===== config.mk =====
export PLATFORM = sky130hd
export DESIGN_NAME = brb_cell
export DESIGN_NICKNAME = d
export VERILOG_FILES = /design/src/design/brb_pkg.sv /design/src/design/brb_cell.sv
export SDC_FILE = /design/constraint.sdc
export NUM_CORES = 1
export LEC_CHECK = 0
export ABC_CLOCK_PERIOD_IN_PS = 3400
export BUFFER_PORTS_ARGS = -buffer_cell sky130_fd_sc_hd__buf_2
export CAP_MARGIN = 40
export CORE_MARGIN = 2
export CORE_UTILIZATION = 37
export CTS_CLUSTER_SIZE = 14
export DETAILED_ROUTE_END_ITERATION = 6
export GPL_TIMING_DRIVEN = 1
export PLACE_DENSITY_LB_ADDON = 0.1
export SYNTH_ARGS = -nofsm -noshare
export SYNTH_HDL_FRONTEND = slang
export SYNTH_SLANG_ARGS = --single-unit

===== constraint.sdc =====
create_clock -name i_clk -period 3.4 [get_ports i_clk]
set_input_delay 0.17 -clock i_clk [delete_from_list [all_inputs] [get_ports i_clk]]
set_output_delay 0.17 -clock i_clk [all_outputs]
set_load 0.005 [all_outputs]

===== src/design/brb_pkg.sv =====
// Package of the byte ring buffer: widths, opcodes, status codes, cell control types.
package brb_pkg;

    localparam int DATA_W    = 8;
    localparam int FILL_W    = 9;
    localparam int OP_W      = 3;
    localparam int STAT_W    = 2;
    localparam int DEPTH_DEF = 256;
    localparam int GROUP     = 16;

    localparam logic [OP_W-1:0] OP_PUSH   = 3'd0;
    localparam logic [OP_W-1:0] OP_POP    = 3'd1;
    localparam logic [OP_W-1:0] OP_PEEK   = 3'd2;
    localparam logic [OP_W-1:0] OP_INSERT = 3'd3;
    localparam logic [OP_W-1:0] OP_REMOVE = 3'd4;
    localparam logic [OP_W-1:0] OP_FLUSH  = 3'd5;
    localparam logic [OP_W-1:0] OP_DROP   = 3'd6;

    localparam logic [STAT_W-1:0] STAT_OK    = 2'd0;
    localparam logic [STAT_W-1:0] STAT_FULL  = 2'd1;
    localparam logic [STAT_W-1:0] STAT_EMPTY = 2'd2;
    localparam logic [STAT_W-1:0] STAT_BADP  = 2'd3;

    typedef enum logic [1:0] {
        S_IDLE,
        S_EXEC,
        S_SHIFT,
        S_COLLECT
    } t_state;

    typedef enum logic [2:0] {
        CC_HOLD,
        CC_PUSH,
        CC_SHIFT_DN,
        CC_INSERT,
        CC_REMOVE
    } t_cell_cmd;

    typedef struct packed {
        t_cell_cmd         cmd;
        logic [FILL_W-1:0] pos;
        logic [FILL_W-1:0] rd_pos;
        logic [DATA_W-1:0] din;
    } t_cell_ctl;

endpackage


===== src/design/brb_cell.sv =====
// One byte cell of the row: holds the byte at one offset from the oldest entry.
module brb_cell #(
    parameter int DEPTH = brb_pkg::DEPTH_DEF,
    parameter int IDX   = 0
) (
    input  logic                        i_clk,
    input  brb_pkg::t_cell_ctl          i_ctl,
    input  logic [brb_pkg::DATA_W-1:0]  i_left,
    input  logic [brb_pkg::DATA_W-1:0]  i_right,
    output logic [brb_pkg::DATA_W-1:0]  o_byte,
    output logic [brb_pkg::DATA_W-1:0]  o_sel
);

    localparam int IW = (DEPTH > 1) ? $clog2(DEPTH) : 1;
    localparam int CW = ((IW > brb_pkg::FILL_W) ? IW : brb_pkg::FILL_W) + 1;
    localparam logic [CW-1:0] IDX_C = CW'(IDX);

    logic [brb_pkg::DATA_W-1:0] r_byte;
    logic [brb_pkg::DATA_W-1:0] n_byte;
    logic [CW-1:0]              pos_ext;
    logic [CW-1:0]              rd_ext;

    assign pos_ext = CW'(i_ctl.pos);
    assign rd_ext  = CW'(i_ctl.rd_pos);

    always_comb begin
        n_byte = r_byte;
        unique case (i_ctl.cmd)
            brb_pkg::CC_HOLD:     n_byte = r_byte;
            brb_pkg::CC_PUSH:     if (IDX_C == pos_ext) n_byte = i_ctl.din;
            brb_pkg::CC_SHIFT_DN: n_byte = i_right;
            brb_pkg::CC_INSERT: begin
                if (IDX_C == pos_ext)
                    n_byte = i_ctl.din;
                else if (IDX_C > pos_ext)
                    n_byte = i_left;
            end
            brb_pkg::CC_REMOVE:   if (IDX_C >= pos_ext) n_byte = i_right;
            default:              n_byte = r_byte;
        endcase
    end

    always_ff @(posedge i_clk) begin
        r_byte <= n_byte;
    end

    assign o_byte = r_byte;
    assign o_sel  = (IDX_C == rd_ext) ? r_byte : '0;

endmodule


; ---- After elaboration in Yosys (flattened, before gate mapping)
; Cells that the tools add are included.
[word_totals]
reg_bits = 8
input_bits = 46
[classes]
magnitude_cmp = 2
eq_ne = 7
n_reduce_logical = 4
mux = 6
[op_table]
columns = operator, count
row1 = $mux 8, 5
row2 = $pmux 8 s4, 1
row3 = $logic_not 10->1, 2
row4 = $ge 1x9->1 const A, 1
row5 = $gt 1x9->1 const A, 1
row6 = $eq 3x2->1 const B, 2
row7 = $ne 2x2->1 const B, 2
row8 = $reduce_and 4->1, 1
row9 = $reduce_bool 4->1, 1
row10 = $eq 3x1->1 const B, 1
row11 = $eq 3x3->1 const B, 1
row12 = $ne 3x3->1 const B, 1

; ---- Longest topological paths before layout
[depth]
ltp_word = 4
ltp_mapped = 5
mapped_depth_nobuf = 4

; ---- Worst setup path before layout
; Ideal clock, no wire load.
[synth_path]
path_kind = input-to-reg
start = in i_ctl[19] (netlist name)
end = reg r_byte (netlist bit o_byte[0]), enable pin
path_buffers = 1
setup_time_ns = 0.310
path_slack_ns = 2.068
required_ns = 3.090
cell_stages = 5
arrival_ns = 1.022
cell_sequence = nor4_1 nand3_1 buf_6 o21ai_2 mux2_2
[synth_between]
elab_chain_cells = 3
[synth_rtl]
columns = item, line_no
row1 = start: declaration, brb_cell.sv:7  ; input brb_pkg::t_cell_ctl i_ctl,
row2 = $gt 1x9->1 (tied with other cells), brb_cell.sv:35  ; else if (IDX_C > pos_ext)
row3 = $ne 3x3->1 (no line) or $ne 2x2->1 (tied branches), -
row4 = $reduce_and 4->1 (no line) *, -
row5 = end signal: assignment, brb_cell.sv:44  ; r_byte <= n_byte;
row6 = end: declaration, brb_cell.sv:18  ; logic [brb_pkg::DATA_W-1:0] r_byte;
; Mark *: on every way between the ends. The rest lies on a longest branch, timed or not.
; A chain may end at the register's enable or synchronous reset.

; ---- Worst setup path after layout
[layout_path]
start = in i_ctl[19] (netlist name)
end = reg r_byte (netlist bit o_byte[4]), enable pin
; Same word-level chain as after synthesis.

==> impl_metrics.json <==
{
  "cp.arrival_ns": 1.55,
  "antenna_found_initial": 0,
  "max_freq_mhz": 622,
  "detail_route.first_pass.iterations": 4,
  "fin_nets": 168,
  "slew_viol_final": 0,
  "first_iter_violations": 14,
  "fin_util": 0.621,
  "setup_viol": 0,
  "die_area_um2": 1990,
  "crit_path_start_kind": "input port",
  "drt_wl_total_mm": 1.45,
  "whs_ns": 0.232,
  "fin_crit_sh": 0.473,
  "slew_headroom": 0.613,
  "drive_gt1_frac": 0.600,
  "netSwitchingFraction": 0.226,
  "drtAntennaViolNets": 0,
  "worst_pin_slew_ns": 0.579,
  "finalHoldViolCount": 0,
  "final.setup.tns_ns": 0,
  "crit_type": "input port to flip-flop",
  "required_ns": 3.34,
  "power_density_nw_per_um2": 260,
  "synth_top_area_share": 0.394,
  "rsz0062_at_grt": "false",
  "outcome": "finished, final reports clean",
  "cts_tree": "yes",
  "combPwrFrac": 0.247,
  "antennaDiodeCount": 0,
  "grt_pass1_vias": 615,
  "synth-seq-cells": 8,
  "die_h_um": 44.6,
  "fp.dieW_um": 44.6,
  "grt.overflow.total": 0,
  "leakage_uw": 0.000507,
  "largest_reg_flops": 8,
  "design_area_um2": 946,
  "peakVddDrop_mv": 0.166,
  "port_buffers": 61,
  "cts.clk_slew.worst_paths_ns": 0.05,
  "grt_max_degree": 11,
  "htreeDepth": 1,
  "p_seq_frac": 0.481,
  "route.detailed.drc": 0,
  "clock-sinks": 8,
  "slowest_stage": "nand3_1",
  "post_dp_cell_area_um2": 923,
  "synth_area_um2": 609,
  "seq_area_frac_synth": 0.394,
  "syn-num-nets": 103,
  "area_growth_pct": 55.2,
  "slowest_delay_ns": 0.46,
  "track_usage": 0.164,
  "min_period_ns": 1.61,
  "p_total_uw": 246,
  "post_cts_buffers": 0,
  "postCtsHoldBufs": 0,
  "via_per_inst": 5.06,
  "grt_pass1_wl_mm": 2.40,
  "yosysTopAreaCell": "edfxtp_1",
  "p_int_uw": 190,
  "ios": 62,
  "syn_inst": 57,
  "path_cells": "buf_2 > nor4_1 > nand3_1 > o21ai_2 > mux2_2",
  "ys_warn_count": 0,
  "crit_path_end_kind": "flip-flop",
  "start_util": 0.400,
  "syn_area_per_cell_um2": 10.7,
  "place_hpwl_mm": 1.27,
  "clock_path_buffers": 2,
  "synth.distinct_cells": 20,
  "placementRows": 14,
  "maxCapViolations": 0,
  "cts_made_buffers": 3,
  "cp_max_fo": 10,
  "synth_area_leaders": "edfxtp_1, mux2i_1, a22oi_1",
  "routedWlPerCell_um": 10.6,
  "p_sw_uw": 55.7,
  "placeableCoreArea_um2": 1520,
  "ctsResizeCount": 0,
  "place.gp.congestion": 0.782,
  "cts_root_buf": "clkbuf_4",
  "vias": 688,
  "hold_class": "input port to flip-flop",
  "power_frac_clock": 0.272
}
stage by stage:
step | instances | worst slack, ns
2_1_floorplan | 57 | 2.07
3_3_place_gp | 133 | 1.57
3_5_place_dp | 133 | 1.53
4_1_cts | 136 | 1.79
5_1_grt | 136 | 1.66
6_report | 136 | 1.79
cell type report:
type,instances,area [um^2]
Fill cell,146,578
Multi-Input combinational cell,48,358
Sequential cell,8,240
Clock buffer,3,22.5
Tap cell,16,20.0
Timing Repair Buffer,61,305
final timing paths:
kind                             endpoint  slack, ns  startpoint  cells past startpoint
worst max-delay path  o_byte[4]$_DFFE_PP_       1.79   i_ctl[19]                      5
worst min-delay path  o_byte[5]$_DFFE_PP_       0.23  i_right[5]                      3
cell families after synthesis:
kind of cell | synth area share
simple gates | 0.232
mux | 0.150
buf+inv | 0.0185
flops | 0.394
compound gates | 0.205
cell usage after synthesis (all sizes together):
| cell type | n |
|---|---|
| buf | 1 |
| nand2 | 1 |
| o21ai | 9 |
| o21a | 1 |
| edfxtp | 8 |
| nor2 | 3 |
| and2 | 8 |
| nor3 | 1 |
| nand3b | 1 |
| nor4 | 3 |
| mux2 | 1 |
| mux2i | 8 |
| a21oi | 1 |
| nand2b | 2 |
| a22oi | 8 |
| nand3 | 1 |
power groups by stage:
stage	combinational, uW	sequential [uW]	clock [uW]
after global routing	68.3	119	76.8
after detailed placement	60.8	120	0
final	60.7	118	66.9
after floorplan	22.1	121	0
after CTS	61.0	118	68.9
after global placement	59.5	120	0
layer usage:
metal	wire, um	up-vias	track usage
met5	0	-	0
met4	41	0	0.133
met3	106	4	0.0122
met2	730	35	0.270
met1	568	296	0.194
li1	-	353	-
layout by cell type (no fill, tap or decap):
cell      count
nor3_1        1
o21ai_2       1
mux2_2        1
mux2i_1       8
nand2b_2      1
a22oi_1       8
and2_1        6
o21ai_0       8
a21oi_2       1
nor2_1        3
nand3_1       1
nand2b_4      1
nand3b_1      1
clkbuf_4      3
o21a_1        1
nor4_4        1
edfxtp_1      8
buf_2        61
nor4_1        2
and2_2        2
nand2_1       1
worst max-delay path: cells and delay by family:
family	cells	cell delay, ns
buffers and inverters	1	0.10
AO/OA/AOI/OAI	1	0.26
AND/OR/NAND/NOR	2	0.72
multiplexers	1	0.29
Note: power is estimated with default switching activity, not from simulation.
